--- config.mk ---
export PLATFORM = sky130hd
export DESIGN_NAME = masked_color_bounding_box_unit
export DESIGN_NICKNAME = d
export VERILOG_FILES = /design/src/hdl/mcbb_pkg.sv /design/src/hdl/masked_color_bounding_box_unit.sv /design/src/hdl/mcbb_match.sv /design/src/hdl/mcbb_track.sv
export SDC_FILE = /design/constraint.sdc
export NUM_CORES = 1
export LEC_CHECK = 0
export BUFFER_PORTS_ARGS = -buffer_cell sky130_fd_sc_hd__buf_2
export CORE_ASPECT_RATIO = 0.8
export CORE_MARGIN = 8
export CORE_UTILIZATION = 60
export CTS_BUF_LIST = sky130_fd_sc_hd__clkbuf_8
export CTS_CLUSTER_DIAMETER = 40
export DETAILED_ROUTE_END_ITERATION = 10
export GPL_TIMING_DRIVEN = 0
export PLACE_DENSITY = 0.78
export SYNTH_ARGS = -nofsm -noshare
export SYNTH_HDL_FRONTEND = slang
export SYNTH_SLANG_ARGS = --single-unit
--- constraint.sdc ---
create_clock -name clk -period 6.9 [get_ports clk]
set_clock_uncertainty 0.2 [all_clocks]
set_input_delay 1.38 -clock clk [delete_from_list [all_inputs] [get_ports clk]]
set_output_delay 1.38 -clock clk [all_outputs]
set_load 0.02 [all_outputs]
--- src/hdl/mcbb_pkg.sv ---
`timescale 1ns / 1ps
`default_nettype none

package mcbb_pkg;

  localparam int IMG_W_BITS   = 13;
  localparam int CFG_IDX_BITS = 3;
  localparam int CFG_DAT_BITS = 32;

  typedef enum logic [CFG_IDX_BITS-1:0] {
    CFG_MATCH_MASK    = 3'd0,
    CFG_MATCH_COLOR   = 3'd1,
    CFG_FIND_MATCH    = 3'd2,
    CFG_SWAP_RED_BLUE = 3'd3,
    CFG_IMAGE_WIDTH   = 3'd4
  } cfg_reg_e;

  typedef struct packed {
    logic [31:0] pixel_word;
    logic        frame_end;
  } pix_in_t;

  typedef struct packed {
    logic [11:0] box_x;
    logic [11:0] box_y;
    logic [12:0] box_w;
    logic [12:0] box_h;
  } box_out_t;

  typedef struct packed {
    logic [31:0] mask;
    logic [31:0] color;
    logic        find;
    logic        swap;
  } match_cfg_t;

  typedef struct packed {
    logic step;
    logic hit;
    logic last;
  } trk_ctl_t;

endpackage

`default_nettype wire

--- src/hdl/masked_color_bounding_box_unit.sv ---
// Masked color bounding box.
// Pixels of a frame enter in raster order on the in_ channel, one word per
// cycle, with frame_end set on the last pixel. Each pixel is tested against
// the mask and color registers; the block tracks the extent of the selected
// pixels. The pixel carrying frame_end yields one word on the out_ channel:
// the bounding box, or all zeros when no pixel was selected. Other pixels
// yield nothing.
// The last pixel is first held in the input register; the result register
// loads the box when that pixel leaves it. Throughput: one pixel per cycle.
// A stall on out_ready holds in_ready low only once a frame-end pixel sits
// in the input register while the result register is still full.
// Configuration is written through cfg_ (always ready); the user must write
// it only while no frame is in flight, which the block does not enforce.
// Reset restores the register defaults (mask all ones, color zero, find set,
// no swap, width 4096) and clears position and bounds.
`timescale 1ns / 1ps
`default_nettype none

module masked_color_bounding_box_unit import mcbb_pkg::*; #(
  parameter int MAX_WIDTH  = 4096,
  parameter int MAX_HEIGHT = 4096
) (
  input  wire logic                    clk,
  input  wire logic                    rst_n,
  input  wire logic                    in_valid,
  output logic                         in_ready,
  input  wire pix_in_t                 in_data,
  output logic                         out_valid,
  input  wire logic                    out_ready,
  output box_out_t                     out_data,
  input  wire logic                    cfg_valid,
  output logic                         cfg_ready,
  input  wire logic [CFG_IDX_BITS-1:0] cfg_index,
  input  wire logic [CFG_DAT_BITS-1:0] cfg_data
);

  match_cfg_t            mcfg_r, mcfg_nxt;
  logic [IMG_W_BITS-1:0] width_r, width_nxt;

  logic     s1_valid_r, s1_valid_nxt;
  pix_in_t  s1_r;
  logic     s1_fire;
  logic     in_fire;
  logic     hit;
  trk_ctl_t ctl;
  box_out_t box;
  logic     out_valid_r, out_valid_nxt;
  box_out_t out_data_r;

  assign cfg_ready = 1'b1;

  always_comb begin
    mcfg_nxt  = mcfg_r;
    width_nxt = width_r;
    if (cfg_valid) begin
      case (cfg_index)
        CFG_MATCH_MASK:    mcfg_nxt.mask  = cfg_data;
        CFG_MATCH_COLOR:   mcfg_nxt.color = cfg_data;
        CFG_FIND_MATCH:    mcfg_nxt.find  = cfg_data[0];
        CFG_SWAP_RED_BLUE: mcfg_nxt.swap  = cfg_data[0];
        CFG_IMAGE_WIDTH:   width_nxt      = cfg_data[IMG_W_BITS-1:0];
        default: ;
      endcase
    end
  end

  // a frame-end word may leave the input register only if the result slot frees up
  assign s1_fire  = s1_valid_r && (!s1_r.frame_end || !out_valid_r || out_ready);
  assign in_ready = !s1_valid_r || s1_fire;
  assign in_fire  = in_valid && in_ready;

  always_comb begin
    if (in_fire) begin
      s1_valid_nxt = 1'b1;
    end else if (s1_fire) begin
      s1_valid_nxt = 1'b0;
    end else begin
      s1_valid_nxt = s1_valid_r;
    end
  end

  mcbb_match u_match (
    .cfg        (mcfg_r),
    .pixel_word (s1_r.pixel_word),
    .hit        (hit)
  );

  always_comb begin
    ctl.step = s1_fire;
    ctl.hit  = hit;
    ctl.last = s1_r.frame_end;
  end

  mcbb_track #(
    .MAX_WIDTH  (MAX_WIDTH),
    .MAX_HEIGHT (MAX_HEIGHT)
  ) u_track (
    .clk         (clk),
    .rst_n       (rst_n),
    .ctl         (ctl),
    .image_width (width_r),
    .box         (box)
  );

  always_comb begin
    if (s1_fire && s1_r.frame_end) begin
      out_valid_nxt = 1'b1;
    end else if (out_ready) begin
      out_valid_nxt = 1'b0;
    end else begin
      out_valid_nxt = out_valid_r;
    end
  end

  assign out_valid = out_valid_r;
  assign out_data  = out_data_r;

  always_ff @(posedge clk) begin
    if (!rst_n) begin
      mcfg_r.mask  <= '1;
      mcfg_r.color <= '0;
      mcfg_r.find  <= 1'b1;
      mcfg_r.swap  <= 1'b0;
      width_r      <= IMG_W_BITS'(4096);
      s1_valid_r   <= 1'b0;
      out_valid_r  <= 1'b0;
    end else begin
      mcfg_r      <= mcfg_nxt;
      width_r     <= width_nxt;
      s1_valid_r  <= s1_valid_nxt;
      out_valid_r <= out_valid_nxt;
    end
  end

  always_ff @(posedge clk) begin
    if (in_fire) begin
      s1_r <= in_data;
    end
    if (s1_fire && s1_r.frame_end) begin
      out_data_r <= box;
    end
  end

  // the input side stalls only behind a frame-end word blocked by a full result slot
  assert property (@(posedge clk) disable iff (!rst_n)
    !in_ready |-> (s1_valid_r && s1_r.frame_end && out_valid_r && !out_ready))
    else $error("input stalled without a blocked frame-end word");

  // every frame-end word that leaves the input register presents a result next cycle
  assert property (@(posedge clk) disable iff (!rst_n)
    (s1_fire && s1_r.frame_end) |=> out_valid_r)
    else $error("frame end produced no result");

  // a result appears only after a frame-end word has left the input register
  assert property (@(posedge clk) disable iff (!rst_n)
    (!out_valid_r ##1 out_valid_r) |-> $past(s1_fire && s1_r.frame_end))
    else $error("result without a frame end");

endmodule

`default_nettype wire

--- src/hdl/mcbb_match.sv ---
`timescale 1ns / 1ps
`default_nettype none

module mcbb_match import mcbb_pkg::*; (
  input  wire match_cfg_t  cfg,
  input  wire logic [31:0] pixel_word,
  output logic             hit
);

  logic [31:0] mask_eff;
  logic [31:0] color_eff;

  // exchange bytes 0 and 2 when the swap flag is set
  always_comb begin
    if (cfg.swap) begin
      mask_eff  = {cfg.mask[31:24], cfg.mask[7:0], cfg.mask[15:8], cfg.mask[23:16]};
      color_eff = {cfg.color[31:24], cfg.color[7:0], cfg.color[15:8], cfg.color[23:16]};
    end else begin
      mask_eff  = cfg.mask;
      color_eff = cfg.color;
    end
  end

  assign hit = (((pixel_word & mask_eff) == color_eff) == cfg.find);

endmodule

`default_nettype wire

--- src/hdl/mcbb_track.sv ---
`timescale 1ns / 1ps
`default_nettype none

module mcbb_track import mcbb_pkg::*; #(
  parameter int MAX_WIDTH  = 4096,
  parameter int MAX_HEIGHT = 4096
) (
  input  wire logic                  clk,
  input  wire logic                  rst_n,
  input  wire trk_ctl_t              ctl,
  input  wire logic [IMG_W_BITS-1:0] image_width,
  output box_out_t                   box
);

  localparam int CW  = (MAX_WIDTH > 1) ? $clog2(MAX_WIDTH) : 1;
  localparam int RW  = (MAX_HEIGHT > 1) ? $clog2(MAX_HEIGHT) : 1;
  localparam int WW  = $clog2(MAX_WIDTH + 1);
  localparam int EW0 = (WW > IMG_W_BITS) ? WW : IMG_W_BITS;
  localparam int EW  = (EW0 > CW + 1) ? EW0 : CW + 1;
  localparam int XW  = (CW > 12) ? CW : 12;
  localparam int YW  = (RW > 12) ? RW : 12;
  localparam int DXW = (CW + 1 > 13) ? CW + 1 : 13;
  localparam int DYW = (RW + 1 > 13) ? RW + 1 : 13;
  localparam logic [EW-1:0] MAXW   = EW'(MAX_WIDTH);
  localparam logic [RW-1:0] LASTRW = RW'(MAX_HEIGHT - 1);

  logic [CW-1:0] col_r, col_nxt;
  logic [RW-1:0] row_r, row_nxt;
  logic          any_r, any_nxt;
  logic [CW-1:0] lx_r, lx_nxt, gx_r, gx_nxt;
  logic [RW-1:0] ly_r, ly_nxt, gy_r, gy_nxt;

  logic          any_upd;
  logic [CW-1:0] lx_upd, gx_upd;
  logic [RW-1:0] ly_upd, gy_upd;
  logic [EW-1:0] width_eff;
  logic          col_wrap;
  logic [XW-1:0] x_ext;
  logic [YW-1:0] y_ext;
  logic [DXW-1:0] w_full;
  logic [DYW-1:0] h_full;

  // a zero or out-of-range width falls back to the maximum
  always_comb begin
    if (image_width == '0 || EW'(image_width) > MAXW) begin
      width_eff = MAXW;
    end else begin
      width_eff = EW'(image_width);
    end
  end

  assign col_wrap = (EW'(col_r) + EW'(1)) >= width_eff;

  // fold the current pixel into the bounds
  always_comb begin
    any_upd = any_r;
    lx_upd  = lx_r;
    gx_upd  = gx_r;
    ly_upd  = ly_r;
    gy_upd  = gy_r;
    if (ctl.hit) begin
      any_upd = 1'b1;
      if (!any_r) begin
        lx_upd = col_r;
        gx_upd = col_r;
        ly_upd = row_r;
        gy_upd = row_r;
      end else begin
        if (col_r < lx_r) lx_upd = col_r;
        if (col_r > gx_r) gx_upd = col_r;
        if (row_r < ly_r) ly_upd = row_r;
        if (row_r > gy_r) gy_upd = row_r;
      end
    end
  end

  always_comb begin
    x_ext  = XW'(lx_upd);
    y_ext  = YW'(ly_upd);
    w_full = DXW'(gx_upd) - DXW'(lx_upd) + DXW'(1);
    h_full = DYW'(gy_upd) - DYW'(ly_upd) + DYW'(1);
    if (any_upd) begin
      box.box_x = x_ext[11:0];
      box.box_y = y_ext[11:0];
      box.box_w = w_full[12:0];
      box.box_h = h_full[12:0];
    end else begin
      box = '0;
    end
  end

  always_comb begin
    col_nxt = col_r;
    row_nxt = row_r;
    any_nxt = any_r;
    lx_nxt  = lx_r;
    gx_nxt  = gx_r;
    ly_nxt  = ly_r;
    gy_nxt  = gy_r;
    if (ctl.step) begin
      if (ctl.last) begin
        // clear for the next frame
        col_nxt = '0;
        row_nxt = '0;
        any_nxt = 1'b0;
        lx_nxt  = '0;
        gx_nxt  = '0;
        ly_nxt  = '0;
        gy_nxt  = '0;
      end else begin
        any_nxt = any_upd;
        lx_nxt  = lx_upd;
        gx_nxt  = gx_upd;
        ly_nxt  = ly_upd;
        gy_nxt  = gy_upd;
        if (col_wrap) begin
          col_nxt = '0;
          if (row_r != LASTRW) row_nxt = row_r + RW'(1);
        end else begin
          col_nxt = col_r + CW'(1);
        end
      end
    end
  end

  always_ff @(posedge clk) begin
    if (!rst_n) begin
      col_r <= '0;
      row_r <= '0;
      any_r <= 1'b0;
      lx_r  <= '0;
      gx_r  <= '0;
      ly_r  <= '0;
      gy_r  <= '0;
    end else begin
      col_r <= col_nxt;
      row_r <= row_nxt;
      any_r <= any_nxt;
      lx_r  <= lx_nxt;
      gx_r  <= gx_nxt;
      ly_r  <= ly_nxt;
      gy_r  <= gy_nxt;
    end
  end

endmodule

`default_nettype wire
======== After elaboration in Yosys (flattened, before gate mapping) ========
Index checks and enable logic that the tools add are counted.
Widths: inputs -> output; s select.
storage, ports and cells
  flip-flop bits (word level) ............. 237
  word-level logic and storage cells ...... 93
  output and inout port bits .............. 53
operators by class
  add/subtract/negate cells ............... 7
  reductions and logical operators ........ 22
  bitwise operators ....................... 1
  multiplexer cells ....................... 30
  eq/ne operators ......................... 7
  order comparisons ....................... 6
operator list
  operator               number
  $mux 12                21
  $mux 24                2
  $and 32x32->32         1
  $eq 32x32->1           1
  $add 13x1->13 const B  2
  $sub 12x12->13         2
  $add 12x1->12 const B  2
  $gt 12x12->1           2
  $lt 12x12->1           2
  $add 12x1->13 const B  1
  $ge 13x13->1           1
  $gt 13x13->1 const B   1
  $logic_not 13->1       1
  $mux 13                1
  $ne 12x12->1 const B   1
  $reduce_and 2->1       5
  $reduce_bool 2->1      4
  $eq 3x2->1 const B     2
  $mux 1                 6
  $logic_or 1x1->1       4
  $eq 3x1->1 const B     1
  $eq 3x3->1 const B     1
  $logic_and 1x1->1      3
  $logic_not 1->1        3
  3 further kinds        3

======== Logic depth before layout (Yosys ltp) ========
  depth in word-level cells ............... 7
  depth in mapped cells ................... 22
  gate-level depth less buffers ........... 21

======== By module ========
A second synthesis with hierarchy kept.
unflattened totals
  cells, all modules ...................... 1404
  area total of the unflattened synthesis .. 13541.7 um^2
modules (own cells, without submodules)
  module                          area each (um^2)  cells an instance  instances  seq. area each (um^2)
  mcbb_track                      6807.8            845                1          1461.4
  masked_color_bounding_box_unit  5900.7            428                1          4113.9
  mcbb_match                      833.3             131                1          0.0

======== Least setup slack after synthesis ========
Ideal clock, no wire load.
  kind .................................... register to register
  from .................................... reg u_track.gx_r[1]
  to ...................................... reg out_data_r (netlist bit out_data[25]), data pin
  setup time .............................. 0.159 ns
  data arrival time ....................... 4.507 ns
  cell stages (with the launch flop) ...... 20
  clock period less this slack ............ 4.865 ns
  buffers on the path ..................... 1
  slack ................................... 2.035 ns
  path through ............................ dfxtp_1 > inv_1 > ha_1 > nor2b_1 > o211ai_1 > a211oi_1 > o41ai_1 > a21oi_1 > mux2_2 > buf_4 > mux2_2 > ha_1 > ha_1 > a21o_1 > a21o_1 > a2111oi_2 > nor4_1 > o31a_1 > or3_1 > a22oi_1
between the ends
  cells in the longest elaborated chain, start to end .. 6
RTL lines
  item                      RTL line                               RTL
  start: declaration        mcbb_track.sv:30                       logic [CW-1:0] lx_r, lx_nxt, gx_r, gx_nxt;
  start signal: assignment  mcbb_track.sv:140                      gx_r <= gx_nxt;
  $gt 12x12->1              mcbb_track.sv:70                       if (col_r > gx_r) gx_upd = col_r;
  $mux 12                   mcbb_track.sv:70
  $mux 12                   mcbb_track.sv:63                       if (!any_r) begin
  $mux 12 (*)               mcbb_track.sv:61                       if (ctl.hit) begin
  $sub 12x12->13 (*)        mcbb_track.sv:80                       w_full = DXW'(gx_upd) - DXW'(lx_upd) + DXW'(1);
  $add 13x1->13 (*)         mcbb_track.sv:80
  end signal: assignment    masked_color_bounding_box_unit.sv:140  out_data_r <= box;
  end: declaration          masked_color_bounding_box_unit.sv:48   box_out_t out_data_r;
Every way passes the cells marked *; elsewhere a longest branch is shown, timed or not.
A chain may end at the register's enable or synchronous reset.

======== Worst setup path after layout ========
  from .................................... reg u_track.lx_r[6]
  to ...................................... reg out_data_r (netlist bit out_data[25]), data pin
between the ends
  cells in the longest elaborated chain, start to end .. 6
RTL lines
  item                      RTL line           RTL
  start: declaration        mcbb_track.sv:30
  start signal: assignment  mcbb_track.sv:139  lx_r <= lx_nxt;
  $lt 12x12->1              mcbb_track.sv:69   if (col_r < lx_r) lx_upd = col_r;
  $mux 12                   mcbb_track.sv:69
  $mux 12                   mcbb_track.sv:63
  $mux 12 (*)               mcbb_track.sv:61
  $sub 12x12->13 (*)        mcbb_track.sv:80
  $add 13x1->13 (*)         mcbb_track.sv:80
Marked as above.

==> reports/metrics.csv <==
metric,value,unit
worst vdd ir,0.177,mV
total number of vias,12623,
worst r2r path cells,20,
period utilisation layout,82.7,%
CTS tree,done,
Vias/cell,6.09,
Max Buffers Root-to-Sink,3,
P_int,2.26,mW
Setup WS post-layout,1.19,ns
cell repeated most along the worst path,ha_1,
max cap viols,0,
share of the synthesized area in the top cell type,21.8,%
gr ovfl total,0,
"Reg clk slew, reported paths",0.06,ns
dpl cell area,15200,sq um
die width,188,um
combinational power share,7.1,%
sw frac,24.9,%
hold buffer count at cts,0,
Hold Path Stages,2,
Rel. slew slack,42.7,%
drt total wl,39.4,mm
Synth Flop Type,dfxtp_1,
number of synthesized register bits,237,
H-tree Lvls,2,
Core Region,23300,sq um
most frequent cells in the layout,"274 x nand2_1, 154 x dfxtp_1, 139 x buf_2, 107 x ha_1, 93 x inv_1",
crit path cell chain,"inv_1, ha_1, nand3_1, o221ai_1, a21oi_1, o31ai_2, nor2_1, mux2_2, buf_2, buf_4, mux2i_1, ha_1, ha_1, a21o_1, a21o_1, a2111oi_2, nor4_1, o31a_1, or3_1, a22oi_1",
crit path max fanout,10,
Hold Crit Class,reg -> reg,
DR WL/cell,19.0,um
WHS,0.269,ns
post-CTS resize count,0,
Die Y,153,um
status,completed,
syn_nets,1737,
Synth async-reset ratio,0,%
DP Worst Slack,1.35,ns
clock share of power,43.3,%
num ports,126,
GRT Total Usage,26.0,%
number of global-route vias before repair,12032,
Post-synth EDFFs,83,
final setup TNS,0,ns
max-slew violation count,0,
cell count after synthesis,1555,
placer congestion estimate,0.947,
critical setup path kind,reg -> reg,
initial core utilization,60.8,%
total setup buffers inserted after CTS,0,
post-layout net count,1906,
clock tree root driver cell,clkbuf_8,
largest net degree at the start of global routing,39,
Routed Antenna Nets,0,
crit start category,flip-flop,
Hold Fails Final Rpt,0,
Synth area leaders,"dfxtp_1 22%, edfxtp_1 18%, ha_1 9.5%",
drt first pass iters,6,
initial drt markers,1186,
"Largest stage delay, worst path",0.61,ns
Worst EP required,7.07,ns
RSZ-0062 raised after global routing,false,
IO buf count,124,
DIE AREA,28800,sq um
initial antenna violation count,4,
"Clk Latency, worst-skew pair",0.55,ns
"area leader, netlist",dfxtp_1,
Leak Pwr,6.24,nW
Power Density,188,nW/um^2
"Area growth, synth to finish",13.2,%
CP endpoint kind,flip-flop,
Synth Area per Inst,9.10,sq um
worst slew pin tran,0.859,ns
# setup viols final,0,
filler cell count,1929,
Yosys Warn Count,0,
Flop pwr share,49.6,%
Num CTS Buffers,42,
cell area after synthesis,14100,sq um
Sw Pwr,748,uW
layout cell share with drive strength beyond 1,13.3,%
sequential-to-total area share from yosys stat,39.4,%
"commonest non-fill, non-tap cell in the layout",nand2_1,
first-pass GRT wire length,62.0,mm
Final HPWL DP,29.8,mm
row count,50,
DRC violations left,0,
minimum clock period,5.71,ns
Netlist cell types,73,
Num Clock Sinks,237,
crit path DAT,5.88,ns
Fmax,0.175,GHz
Crit-path slowest cell,o31ai_2,
final total power,3.01,mW
final instance area,16000,sq um
cells in the mapped netlist (4+ instances only):
master,n
nor2_1,50
a32oi_1,5
buf_2,15
nand2_1,274
buf_4,4
inv_1,74
mux2_2,13
xnor2_1,25
nor4b_1,7
and2_1,8
nor4_1,18
o211ai_1,9
nor3_1,6
nor2b_1,15
ha_1,107
edfxtp_1,83
a31o_2,6
o221ai_1,12
o21ai_0,29
a211oi_1,7
nand2b_1,18
a21oi_1,53
a31oi_1,7
clkbuf_1,79
a21o_1,12
a21boi_0,54
o31a_1,7
or3_1,4
o21ai_1,6
a311o_1,11
dfxtp_1,154
a32o_1,12
and3_1,14
nand4_1,46
nand3_1,87
xor2_1,45
o32ai_1,11
mux2i_1,87
o22ai_1,15
a221o_1,14
or2_2,4
kinds of logic (layout without fill, tap and decap cells):
family,after synthesis,count (layout),share of synthesized area [%]
buffers and inverters,180,381,5.35
muxes,100,100,7.19
adders and majority gates,109,109,9.75
other,1,5,0.0265
and+or+nand+nor,562,562,18.6
AOI/OAI and AO/OA,295,295,15.2
DFF,237,237,39.4
xor gates and xnor gates,71,71,4.45
flip-flops by register name, indices dropped and copies added, names as in the netlist:
register,flops
ctl,1
mcfg_r,66
out_data,50
out_valid,1
s1_r,32
s1_valid_r,1
u_track.any_r,1
u_track.col_r,12
u_track.gx_r,12
u_track.gy_r,12
u_track.lx_r,12
u_track.ly_r,12
u_track.row_r,12
width_r,13
worst max-delay path, delay by kind of cell (launching register included):
| family | cells | cell delay [ns] |
|---|---|---|
| simple gates | 4 | 0.65 |
| flops | 1 | 0.41 |
| mux | 2 | 0.41 |
| buf+inv | 3 | 0.51 |
| compound gates | 8 | 2.34 |
| fa+ha+maj | 3 | 1.00 |
layer usage:
| layer | track usage, % | wire length [um] | vias to the layer above | share of wire [%] |
|---|---|---|---|---|
| li1 | - | - | 5969 | - |
| met1 | 36.2 | 17400 | 5950 | 44 |
| met2 | 39.9 | 17200 | 608 | 44 |
| met3 | 5.43 | 3650 | 96 | 9.3 |
| met4 | 8.31 | 1050 | 0 | 2.7 |
| met5 | 0 | 0 | - | 0 |
final timing paths:
path / slack [ns] / start / to
setup reg to reg: 1.19 / u_track.lx_r[6]$_SDFFE_PN0P_ / out_data[25]$_SDFFCE_PP0P_
hold reg to reg: 0.27 / u_track.gx_r[9]$_SDFFE_PN0P_ / u_track.gx_r[9]$_SDFFE_PN0P_
setup / recovery: 1.19 / u_track.lx_r[6]$_SDFFE_PN0P_ / out_data[25]$_SDFFCE_PP0P_
hold / removal: 0.27 / u_track.gx_r[9]$_SDFFE_PN0P_ / u_track.gx_r[9]$_SDFFE_PN0P_
power groups by stage:
stage	Clock [mW]	Sequential, mW	Combinational [mW]
5_1_grt	1.38	1.50	0.230
2_1_floorplan	0	1.53	0.117
4_1_cts	1.32	1.49	0.209
3_5_place_dp	0	1.52	0.208
6_report	1.30	1.49	0.214
3_3_place_gp	0	1.52	0.202
cell type report:
class | count | area [sq um] | area share, %
clock buffer | 45 | 619 | 3.87
clock inverter | 31 | 206 | 1.29
multi-input combinational | 1138 | 7820 | 48.8
inverter | 76 | 285 | 1.78
buffer | 104 | 472 | 2.95
sequential | 237 | 5580 | 34.8
timing repair buffer | 125 | 641 | 4.00
tap | 312 | 390 | 2.44
antenna | 4 | 10.0 | 0.0625
stage by stage:
stage | instances | utilization [%]
after global placement | 1991 | 65.1
after CTS | 2068 | 68.8
final | 2072 | 68.8
after global routing | 2072 | 68.8
after detailed placement | 1992 | 65.2
after floorplan | 1555 | -
Power figures use the tool's default switching activity.
